==> config.mk <==
export PLATFORM = sky130hd
export DESIGN_NAME = multi_channel_timer_pool_top
export DESIGN_NICKNAME = d
export VERILOG_FILES = /design/src/hw/rtl/mctp_pkg.sv /design/src/hw/rtl/mctp_ctrl.sv /design/src/hw/rtl/mctp_datapath.sv /design/src/hw/rtl/multi_channel_timer_pool_top.sv
export SDC_FILE = /design/constraint.sdc
export NUM_CORES = 1
export LEC_CHECK = 0
export BUFFER_PORTS_ARGS = -buffer_cell sky130_fd_sc_hd__buf_2
export CAP_MARGIN = 20
export CELL_PAD_IN_SITES_DETAIL_PLACEMENT = 1
export CELL_PAD_IN_SITES_GLOBAL_PLACEMENT = 2
export CORE_ASPECT_RATIO = 1.2
export CORE_UTILIZATION = 52
export DETAILED_ROUTE_END_ITERATION = 12
export PLACE_DENSITY = 0.87
export SLEW_MARGIN = 10
export SYNTH_ARGS = -nofsm -noshare
export SYNTH_HDL_FRONTEND = slang
export SYNTH_HIERARCHICAL = 1
export SYNTH_SLANG_ARGS = --single-unit
==> constraint.sdc <==
create_clock -name clock -period 14.5 [get_ports clock]
set_input_delay 0.725 -clock clock [delete_from_list [all_inputs] [get_ports clock]]
set_output_delay 0.725 -clock clock [all_outputs]
set_load 0.03 [all_outputs]
==> src/hw/rtl/mctp_pkg.sv <==
`timescale 1ns / 1ps
package mctp_pkg;

   localparam int TIMERS_DEFAULT = 8;

   localparam logic [2:0] MODE_TICK   = 3'd0;
   localparam logic [2:0] MODE_CREATE = 3'd1;
   localparam logic [2:0] MODE_CANCEL = 3'd2;
   localparam logic [2:0] MODE_MODIFY = 3'd3;
   localparam logic [2:0] MODE_QUERY  = 3'd4;

   localparam logic [1:0] KIND_ONE_SHOT = 2'd0;
   localparam logic [1:0] KIND_BURST    = 2'd1;
   localparam logic [1:0] KIND_PERIODIC = 2'd2;
   localparam logic [1:0] KIND_RESERVED = 2'd3;

   typedef struct packed {
      logic [2:0]  mode;
      logic [2:0]  timer_id;
      logic [31:0] delay;
      logic [1:0]  timer_kind;
      logic [31:0] shot_count;
      logic        notify;
   } req_type;

   typedef struct packed {
      logic       status;
      logic [2:0] new_id;
      logic       running;
      logic [7:0] fired_mask;
      logic       any_active;
   } rsp_type;

   // controller to datapath
   typedef struct packed {
      logic load_req;
      logic exec;
      logic tick_rd;
      logic tick_wb;
      logic scan;
      logic load_rsp;
   } cmd_type;

   // datapath to controller
   typedef struct packed {
      logic [2:0] mode;
      logic       slot_busy;
   } stat_type;

endpackage

==> src/hw/rtl/mctp_ctrl.sv <==
`timescale 1ns / 1ps
module mctp_ctrl #(
   parameter int TIMERS = mctp_pkg::TIMERS_DEFAULT
) (
   input  logic                          clock,
   input  logic                          reset,
   input  logic                          req_valid,
   output logic                          req_stall,
   output logic                          rsp_valid,
   input  logic                          rsp_stall,
   input  mctp_pkg::stat_type            stat,
   output mctp_pkg::cmd_type             cmd,
   output logic [$clog2(TIMERS+1)-1:0]   sweep_cnt
);

   localparam int CNT_W = $clog2(TIMERS + 1);

   typedef enum logic [4:0] {
      ST_IDLE   = 5'b00001,
      ST_EXEC   = 5'b00010,
      ST_TICK   = 5'b00100,
      ST_SCAN   = 5'b01000,
      ST_FINISH = 5'b10000
   } state_type;

   state_type        state_ff, state_in;
   logic [CNT_W-1:0] cnt_ff, cnt_in;
   logic             rsp_valid_ff, rsp_valid_in;
   logic             rsp_free;
   logic             at_end;

   assign req_stall = (state_ff != ST_IDLE);
   assign rsp_valid = rsp_valid_ff;
   assign sweep_cnt = cnt_ff;
   assign rsp_free  = !rsp_valid_ff || !rsp_stall;
   assign at_end    = (cnt_ff == CNT_W'(TIMERS - 1));

   always_comb begin
      state_in     = state_ff;
      cnt_in       = cnt_ff;
      cmd          = '0;
      rsp_valid_in = rsp_valid_ff && rsp_stall;
      case (state_ff)
         ST_IDLE: begin
            if (req_valid) begin
               cmd.load_req = 1'b1;
               state_in     = ST_EXEC;
            end
         end
         ST_EXEC: begin
            cmd.exec = 1'b1;
            cnt_in   = '0;
            if (stat.mode == mctp_pkg::MODE_TICK) begin
               state_in = ST_TICK;
            end else if (stat.mode == mctp_pkg::MODE_CREATE) begin
               state_in = ST_SCAN;
            end else begin
               state_in = ST_FINISH;
            end
         end
         ST_TICK: begin
            // read slot cnt while writing back slot cnt-1
            cmd.tick_rd = (cnt_ff < CNT_W'(TIMERS));
            cmd.tick_wb = (cnt_ff != '0);
            cnt_in      = cnt_ff + CNT_W'(1);
            if (cnt_ff == CNT_W'(TIMERS)) begin
               state_in = ST_FINISH;
            end
         end
         ST_SCAN: begin
            cmd.scan = 1'b1;
            cnt_in   = cnt_ff + CNT_W'(1);
            if (!stat.slot_busy || at_end) begin
               state_in = ST_FINISH;
            end
         end
         ST_FINISH: begin
            if (rsp_free) begin
               cmd.load_rsp = 1'b1;
               rsp_valid_in = 1'b1;
               state_in     = ST_IDLE;
            end
         end
         default: begin
            state_in = ST_IDLE;
         end
      endcase
   end

   always_ff @(posedge clock) begin
      if (reset) begin
         state_ff     <= ST_IDLE;
         cnt_ff       <= '0;
         rsp_valid_ff <= 1'b0;
      end else begin
         state_ff     <= state_in;
         cnt_ff       <= cnt_in;
         rsp_valid_ff <= rsp_valid_in;
      end
   end

endmodule

==> src/hw/rtl/mctp_datapath.sv <==
`timescale 1ns / 1ps
module mctp_datapath #(
   parameter int TIMERS = mctp_pkg::TIMERS_DEFAULT
) (
   input  logic                          clock,
   input  logic                          reset,
   input  mctp_pkg::req_type             req_data,
   output mctp_pkg::rsp_type             rsp_data,
   input  mctp_pkg::cmd_type             cmd,
   input  logic [$clog2(TIMERS+1)-1:0]   sweep_cnt,
   output mctp_pkg::stat_type            stat
);

   localparam int IDX_W = (TIMERS > 1) ? $clog2(TIMERS) : 1;
   localparam int CNT_W = $clog2(TIMERS + 1);

   mctp_pkg::req_type req_ff;
   mctp_pkg::rsp_type rsp_ff, rsp_in;

   logic [TIMERS-1:0] active_ff, active_in;
   logic [CNT_W-1:0]  count_ff, count_in;

   logic [1:0]  kind_mem   [TIMERS];
   logic [31:0] period_mem [TIMERS];
   logic [31:0] rem_mem    [TIMERS];
   logic [31:0] shots_mem  [TIMERS];
   logic        notify_mem [TIMERS];

   logic [1:0]       rd_kind_ff;
   logic [31:0]      rd_period_ff;
   logic [31:0]      rd_rem_ff;
   logic [31:0]      rd_shots_ff;
   logic             rd_notify_ff;
   logic [IDX_W-1:0] rd_idx_ff;

   logic       status_ff, status_in;
   logic [2:0] new_id_ff, new_id_in;
   logic       running_ff, running_in;
   logic [7:0] fired_ff, fired_in;

   logic [IDX_W-1:0] sweep_idx, id_idx, wr_idx;
   logic             id_ok, id_active;
   logic             rem_we, period_we, shots_we, meta_we;
   logic [31:0]      rem_wd, period_wd, shots_wd;
   logic [1:0]       kind_wd;
   logic [31:0]      rem_dec;
   logic             hit, reload;
   logic [2:0]       fired_pos;

   assign sweep_idx  = sweep_cnt[IDX_W-1:0];
   assign id_idx     = IDX_W'(req_ff.timer_id);
   assign id_ok      = (32'(req_ff.timer_id) < 32'(TIMERS));
   assign id_active  = id_ok && active_ff[id_idx];
   assign stat.mode      = req_ff.mode;
   assign stat.slot_busy = active_ff[sweep_idx];
   assign rsp_data   = rsp_ff;

   assign rem_dec   = (rd_rem_ff != 32'd0) ? rd_rem_ff - 32'd1 : 32'd0;
   assign hit       = (rem_dec == 32'd0);
   assign reload    = (rd_kind_ff == mctp_pkg::KIND_PERIODIC) ||
                      ((rd_kind_ff == mctp_pkg::KIND_BURST) && (rd_shots_ff > 32'd1));
   assign fired_pos = 3'(rd_idx_ff);
   assign kind_wd   = (req_ff.timer_kind == mctp_pkg::KIND_RESERVED) ? mctp_pkg::KIND_ONE_SHOT
                                                                     : req_ff.timer_kind;

   always_comb begin
      active_in  = active_ff;
      count_in   = count_ff;
      status_in  = status_ff;
      new_id_in  = new_id_ff;
      running_in = running_ff;
      fired_in   = fired_ff;
      rem_we     = 1'b0;
      period_we  = 1'b0;
      shots_we   = 1'b0;
      meta_we    = 1'b0;
      rem_wd     = req_ff.delay;
      period_wd  = req_ff.delay;
      shots_wd   = (req_ff.timer_kind == mctp_pkg::KIND_BURST) ? req_ff.shot_count : 32'd0;
      wr_idx     = sweep_idx;
      rsp_in     = rsp_ff;

      if (cmd.exec) begin
         status_in  = 1'b0;
         new_id_in  = 3'd0;
         running_in = 1'b0;
         fired_in   = 8'd0;
         wr_idx     = id_idx;
         case (req_ff.mode)
            mctp_pkg::MODE_TICK: begin
            end
            mctp_pkg::MODE_CREATE: begin
               // cleared by the scan once a free slot turns up
               status_in = 1'b1;
            end
            mctp_pkg::MODE_CANCEL: begin
               if (id_active) begin
                  active_in[id_idx] = 1'b0;
                  count_in          = count_ff - CNT_W'(1);
               end else begin
                  status_in = 1'b1;
               end
            end
            mctp_pkg::MODE_MODIFY: begin
               if (id_active) begin
                  rem_we    = 1'b1;
                  period_we = 1'b1;
               end else begin
                  status_in = 1'b1;
               end
            end
            mctp_pkg::MODE_QUERY: begin
               status_in  = !id_ok;
               running_in = id_active;
            end
            default: begin
               status_in = 1'b1;
            end
         endcase
      end

      if (cmd.scan && !active_ff[sweep_idx]) begin
         active_in[sweep_idx] = 1'b1;
         count_in             = count_ff + CNT_W'(1);
         status_in            = 1'b0;
         new_id_in            = 3'(sweep_idx);
         rem_we               = 1'b1;
         period_we            = 1'b1;
         shots_we             = 1'b1;
         meta_we              = 1'b1;
      end

      if (cmd.tick_wb && active_ff[rd_idx_ff]) begin
         wr_idx = rd_idx_ff;
         rem_we = 1'b1;
         rem_wd = rem_dec;
         if (hit) begin
            if (rd_notify_ff && (32'(rd_idx_ff) < 32'd8)) begin
               fired_in[fired_pos] = 1'b1;
            end
            if (reload) begin
               rem_wd = rd_period_ff;
               if (rd_kind_ff == mctp_pkg::KIND_BURST) begin
                  shots_we = 1'b1;
                  shots_wd = rd_shots_ff - 32'd1;
               end
            end else begin
               active_in[rd_idx_ff] = 1'b0;
               count_in             = count_ff - CNT_W'(1);
            end
         end
      end

      if (cmd.load_rsp) begin
         rsp_in.status     = status_ff;
         rsp_in.new_id     = new_id_ff;
         rsp_in.running    = running_ff;
         rsp_in.fired_mask = fired_ff;
         rsp_in.any_active = (count_ff != '0);
      end
   end

   always_ff @(posedge clock) begin
      if (rem_we) begin
         rem_mem[wr_idx] <= rem_wd;
      end
      if (period_we) begin
         period_mem[wr_idx] <= period_wd;
      end
      if (shots_we) begin
         shots_mem[wr_idx] <= shots_wd;
      end
      if (meta_we) begin
         kind_mem[wr_idx]   <= kind_wd;
         notify_mem[wr_idx] <= req_ff.notify;
      end
      if (cmd.tick_rd) begin
         rd_kind_ff   <= kind_mem[sweep_idx];
         rd_period_ff <= period_mem[sweep_idx];
         rd_rem_ff    <= rem_mem[sweep_idx];
         rd_shots_ff  <= shots_mem[sweep_idx];
         rd_notify_ff <= notify_mem[sweep_idx];
         rd_idx_ff    <= sweep_idx;
      end
   end

   always_ff @(posedge clock) begin
      if (cmd.load_req) begin
         req_ff <= req_data;
      end
      status_ff  <= status_in;
      new_id_ff  <= new_id_in;
      running_ff <= running_in;
      fired_ff   <= fired_in;
      rsp_ff     <= rsp_in;
   end

   always_ff @(posedge clock) begin
      if (reset) begin
         active_ff <= '0;
         count_ff  <= '0;
      end else begin
         active_ff <= active_in;
         count_ff  <= count_in;
      end
   end

endmodule

==> src/hw/rtl/multi_channel_timer_pool_top.sv <==
`timescale 1ns / 1ps
// Pool of TIMERS countdown timers driven by one request at a time.
// Request channel (req_valid / req_stall / req_data) carries a command:
// tick, create, cancel, modify or query. Response channel (rsp_valid /
// rsp_stall / rsp_data) returns one result per request: status, new_id,
// running, fired_mask and any_active.
// Tick walks the slot memory one slot per cycle (registered read, then
// write back); create scans the active bits one slot per cycle for the
// lowest free one; cancel, modify, query and unknown modes go straight
// from execution to the response. A new request is taken once the
// previous one has reached the response register.
// req_stall is high while a request is in progress. If the receiver holds
// rsp_stall, the finished result waits in its register and the next
// request may be accepted; its own result waits until the slot frees.
// Synchronous reset clears all active bits and the active count; slot
// contents are written by create before they are used.
module multi_channel_timer_pool_top #(
   parameter int TIMERS = mctp_pkg::TIMERS_DEFAULT
) (
   input  logic              clock,
   input  logic              reset,
   input  logic              req_valid,
   output logic              req_stall,
   input  mctp_pkg::req_type req_data,
   output logic              rsp_valid,
   input  logic              rsp_stall,
   output mctp_pkg::rsp_type rsp_data
);

   localparam int CNT_W = $clog2(TIMERS + 1);

   mctp_pkg::cmd_type  cmd;
   mctp_pkg::stat_type stat;
   logic [CNT_W-1:0]   sweep_cnt;

   mctp_ctrl #(
      .TIMERS (TIMERS)
   ) u_ctrl (
      .clock     (clock),
      .reset     (reset),
      .req_valid (req_valid),
      .req_stall (req_stall),
      .rsp_valid (rsp_valid),
      .rsp_stall (rsp_stall),
      .stat      (stat),
      .cmd       (cmd),
      .sweep_cnt (sweep_cnt)
   );

   mctp_datapath #(
      .TIMERS (TIMERS)
   ) u_datapath (
      .clock     (clock),
      .reset     (reset),
      .req_data  (req_data),
      .rsp_data  (rsp_data),
      .cmd       (cmd),
      .sweep_cnt (sweep_cnt),
      .stat      (stat)
   );

endmodule

==> impl_metrics.tcl <==
set metrics [dict create \
    outcome "finished clean" \
    crit_path_start_kind "register" \
    gp_congestion 0.8583 \
    slowest_stage "or4_1" \
    clkLatencyLatePin_ns 0.68 \
    top_layer_used "met4" \
    finalHoldViolCount 0 \
    maxCapViolations 0 \
    synth.top_cells.by_area "edfxtp_1 (73%), mux4_2 (11%), mux2_2 (2.8%)" \
    cp-endpoint "u_datapath/rem_mem[3][10]$_DFFE_PP_" \
    pin_count 93 \
    worstMarginPinSlew_ns 1.143 \
    crit_buf_inv 2 \
    firstDrtPassIters 7 \
    tns_ns 0 \
    yosys_register_bits 1016 \
    post_drt_wl_per_cell_um 30.24 \
    netlist_instances 2100 \
    rsz0062_at_grt "no" \
    tritoncts "yes" \
    final_nets 2310 \
    met1_length_mm 37.78 \
    synthAdderAreaFrac_pct 0.2485 \
    vias_per_cell 6.241 \
    synthArstFlopShare_pct 0 \
    cp.depth 12 \
    cts_buffer_depth 3 \
    drtIter0Drc 1753 \
    path_cells "inv_1, ha_1, nor3b_2, nand3_1, nor2_1, xor2_1, or4_1, or4_1, a211oi_4, buf_4, a21oi_1, nor2_1" \
    crit_family "simple AND/OR/NAND/NOR gates" \
    grt_pass1_vias 22450 \
    r2r_cells 12 \
    p_sw_share_pct 22.48 \
    hold_class "input pin to register" \
    post_cts_resized 0 \
    synth_top_family_by_area "multiplexers" \
    clkSlewWorstSetupHoldPaths_ns 0.07 \
    synth_area_um2 40280 \
    synth_area_leader_cell "edfxtp_1" \
    fmax_mhz 192.8 \
    cts.sinks 1016 \
    cp_max_fo 28 \
    synth_edf_count 985 \
    die_x_um 256.1 \
    yosys.area_share.simple_pct 4.907 \
    muxShareOfSynthArea_pct 14.57 \
    wl_met2_mm 53.00 \
    p_clk_share_pct 39.5 \
    grt_pass1_wl_mm 146.4 \
    end_kind "register" \
    layout-drive-gt1-share_pct 27.65 \
    r2r-end "u_datapath/rem_mem[3][10]$_DFFE_PP_" \
    synth_nets 2185 \
    dp_hpwl_mm 56.98 \
    power_frac_seq_pct 56.1 \
    cts_setup_buffers 0 \
    p_sw_uw 1403 \
    power_frac_comb_pct 4.4 \
    r2r_setup_slack_ns 9.31 \
    total_power_uw 6244 \
    synth_xor_area_share_pct 1.196 \
    synth_most_common_cell "edfxtp_1" \
    crit_path_max_incr_delay_ns 0.56 \
    worst_ep_required_time_ns 14.89 \
    path_class "register to register" \
    setup_viol 0 \
    num_rows 111 \
    vias 20730 \
    synth_common_cells "edfxtp_1 (985), mux4_2 (204), nor2_1 (142)" \
    overflow 0 \
    finalMaxSlewViolations 0 \
    synth_warnings 6 \
    cp.arrival_ns 5.58 \
    grt_start_max_net_pins 153 \
    leakage_uw 0.01381 \
    antenna_found_initial 0 \
    final.period_utilization_pct 35.77 \
    clock-root-buffer "clkbuf_16" \
    syn_avg_cell_area_um2 19.18 \
    drcViolationCount 0 \
    irDropWorstVdd_v 0.0001200 \
    die-area_um2 78590 \
    start_util_pct 52.64 \
    routed-wl-met3_mm 5.748 \
    coreArea_um2 76520 \
    cts_made_buffers 97 \
    ctsHoldBuffers 0 \
    fp.dieH_um 306.9 \
    startpoint "u_datapath/rd_rem_ff[0]$_DFFE_PP_" \
    h-tree-depth 3 \
    ys_types 74 \
    rr_startpoint "u_datapath/rd_rem_ff[0]$_DFFE_PP_" \
    synthFlopType "edfxtp_1" \
    antenna_cells 0 \
    slew_headroom_pct 23.79 \
    ant_nets 0 \
    final.setup_skew_ns 0.03097 \
    grt.total_usage_pct 25.82 \
    area_growth_pct 12.32 \
    yosysSeqAreaShare_pct 74.96 \
    synth_top_cell_area_share_pct 73.42 \
    synth_compound_area_share_pct 2.758 \
    period_needed_ns 5.186 \
    p_int_uw 4840 \
    routed_wl_mm 100.4 \
    portBuffers 92 \
    pwr_density_cell_nw_per_um2 138.0 \
]
[placed cells by master, fill, tap and decap left out, types with 8 or more instances in the layout]
cell       synthesis  routed
mux2_2           101     101
nand4_1           13      13
dfxtp_1           31      28
nor3_1            34      34
ha_1               8       8
nor2_4             0      18
nand2_1           46      46
buf_4              4      39
buf_2              6      92
xnor2_1           32      32
or4_1              8       8
nor4_1            21      21
xor2_1            23      23
a21oi_1           44      36
o21ai_0           68      68
clkbuf_1          60      17
nand2b_1          15      15
mux4_2           204     204
clkbuf_16          0      99
mux2i_1           11      11
clkinv_1           0      16
nand3_1           57      57
inv_1             24      24
clkinv_2           0      25
nor2_1           142     124
a21oi_4            0       8
edfxtp_1         985     985
or3_1             14      14
[flip-flops by register name, summed over array words and instances, names as in the netlist, 2 cells and up]
| signal | flops |
|---|---|
| u_datapath/fired_pos | 3 |
| u_datapath/rd_rem_ff | 32 |
| u_datapath/rem_mem | 256 |
| u_datapath/kind_mem | 16 |
| u_datapath/notify_mem | 8 |
| u_datapath/rd_period_ff | 32 |
| u_datapath/req_ff | 35 |
| u_datapath/active_ff | 8 |
| u_datapath/period_mem | 256 |
| u_datapath/rsp_data | 14 |
| u_datapath/new_id_ff | 3 |
| u_datapath/rd_shots_ff | 32 |
| u_datapath/fired_ff | 8 |
| u_datapath/rd_kind_ff | 2 |
| u_datapath/period_wd | 32 |
| u_ctrl/sweep_cnt | 4 |
| u_datapath/id_idx | 3 |
| u_datapath/count_ff | 4 |
| u_datapath/shots_mem | 256 |
| u_datapath/stat | 3 |
| u_ctrl/state_ff | 5 |
[metal layers]
| layer | vias up | global-route usage [%] |
|---|---|---|
| li1 | 8770 | - |
| met1 | 10980 | 31.50 |
| met2 | 782 | 45.82 |
| met3 | 194 | 3.660 |
| met4 | 0 | 11.47 |
| met5 | - | 0 |
[worst reg2reg max path, cell delays in order (launching register included)]
cell and delay (ns):
edfxtp_1 0.45, inv_1 0.15, ha_1 0.21, nor3b_2 0.54
nand3_1 0.43, nor2_1 0.43, xor2_1 0.15, or4_1 0.42
or4_1 0.56, a211oi_4 0.42, buf_4 0.53, a21oi_1 0.16
nor2_1 0.45
[through the flow]
| stage | setup WS (ns) | instance area [µm²] | util, % | std cells | hold slack (ns) |
|---|---|---|---|---|---|
| final | 9.314 | 45250 | 59.13 | 3321 | 0.2245 |
| after global routing | 8.988 | 45250 | 59.13 | 3321 | 0.2097 |
| after CTS | 9.404 | 45220 | 59.09 | 3320 | 0.1897 |
| after detailed placement | 9.483 | 42160 | 55.09 | 3142 | 0.4075 |
| after global placement | 9.816 | 42140 | 55.06 | 3141 | 0.4044 |
| after floorplan | 8.986 | 40280 | - | 2100 | 0.4003 |
[layout make-up]
| cell class | count | area, µm² |
|---|---|---|
| fill | 6563 | 31280 |
| sequential | 1016 | 30210 |
| multi-input combinational | 952 | 9789 |
| clock buffer | 119 | 2582 |
| tap | 1017 | 1272 |
| timing repair buffer | 134 | 820.8 |
| clock inverter | 59 | 484.2 |
| inverter | 24 | 90.09 |
[how the worst min path moves through the flow]
stage	cells past startpoint	slack, ns	from	endpoint
2_1_floorplan	0	0.40	u_datapath/new_id_ff[0]$_SDFFCE_PN0P_	u_datapath/rsp_data[10]$_DFFE_PP_
4_1_cts	1	0.19	req_data[19]	u_datapath/req_ff[19]$_DFFE_PP_
6_report	1	0.22	req_data[20]	u_datapath/req_ff[20]$_DFFE_PP_
3_3_place_gp	0	0.40	u_datapath/running_ff$_SDFFCE_PP0P_	u_datapath/rsp_data[9]$_DFFE_PP_
3_5_place_dp	0	0.41	u_datapath/running_ff$_SDFFCE_PP0P_	u_datapath/rsp_data[9]$_DFFE_PP_
5_1_grt	1	0.21	req_data[19]	u_datapath/req_ff[19]$_DFFE_PP_
[power groups by stage]
| stage | sequential [µW] | combinational, µW | clock, µW |
|---|---|---|---|
| 2_1_floorplan | 3530 | 154 | 0 |
| 3_3_place_gp | 3560 | 238 | 0 |
| 3_5_place_dp | 3570 | 265 | 0 |
| 4_1_cts | 3510 | 267 | 2500 |
| 5_1_grt | 3510 | 294 | 2590 |
| 6_report | 3500 | 275 | 2460 |
[cells by family (layout without fill, tap and decap cells)]
family / Yosys count / after routing
adder cells (fa/ha/maj): 8 / 8
XOR/XNOR: 55 / 55
AO/OA/AOI/OAI: 177 / 177
flip-flops: 1016 / 1016
AND/OR/NAND/NOR: 394 / 394
multiplexers: 318 / 318
buffers and inverters: 132 / 336
(Power assumes the default switching activity.)
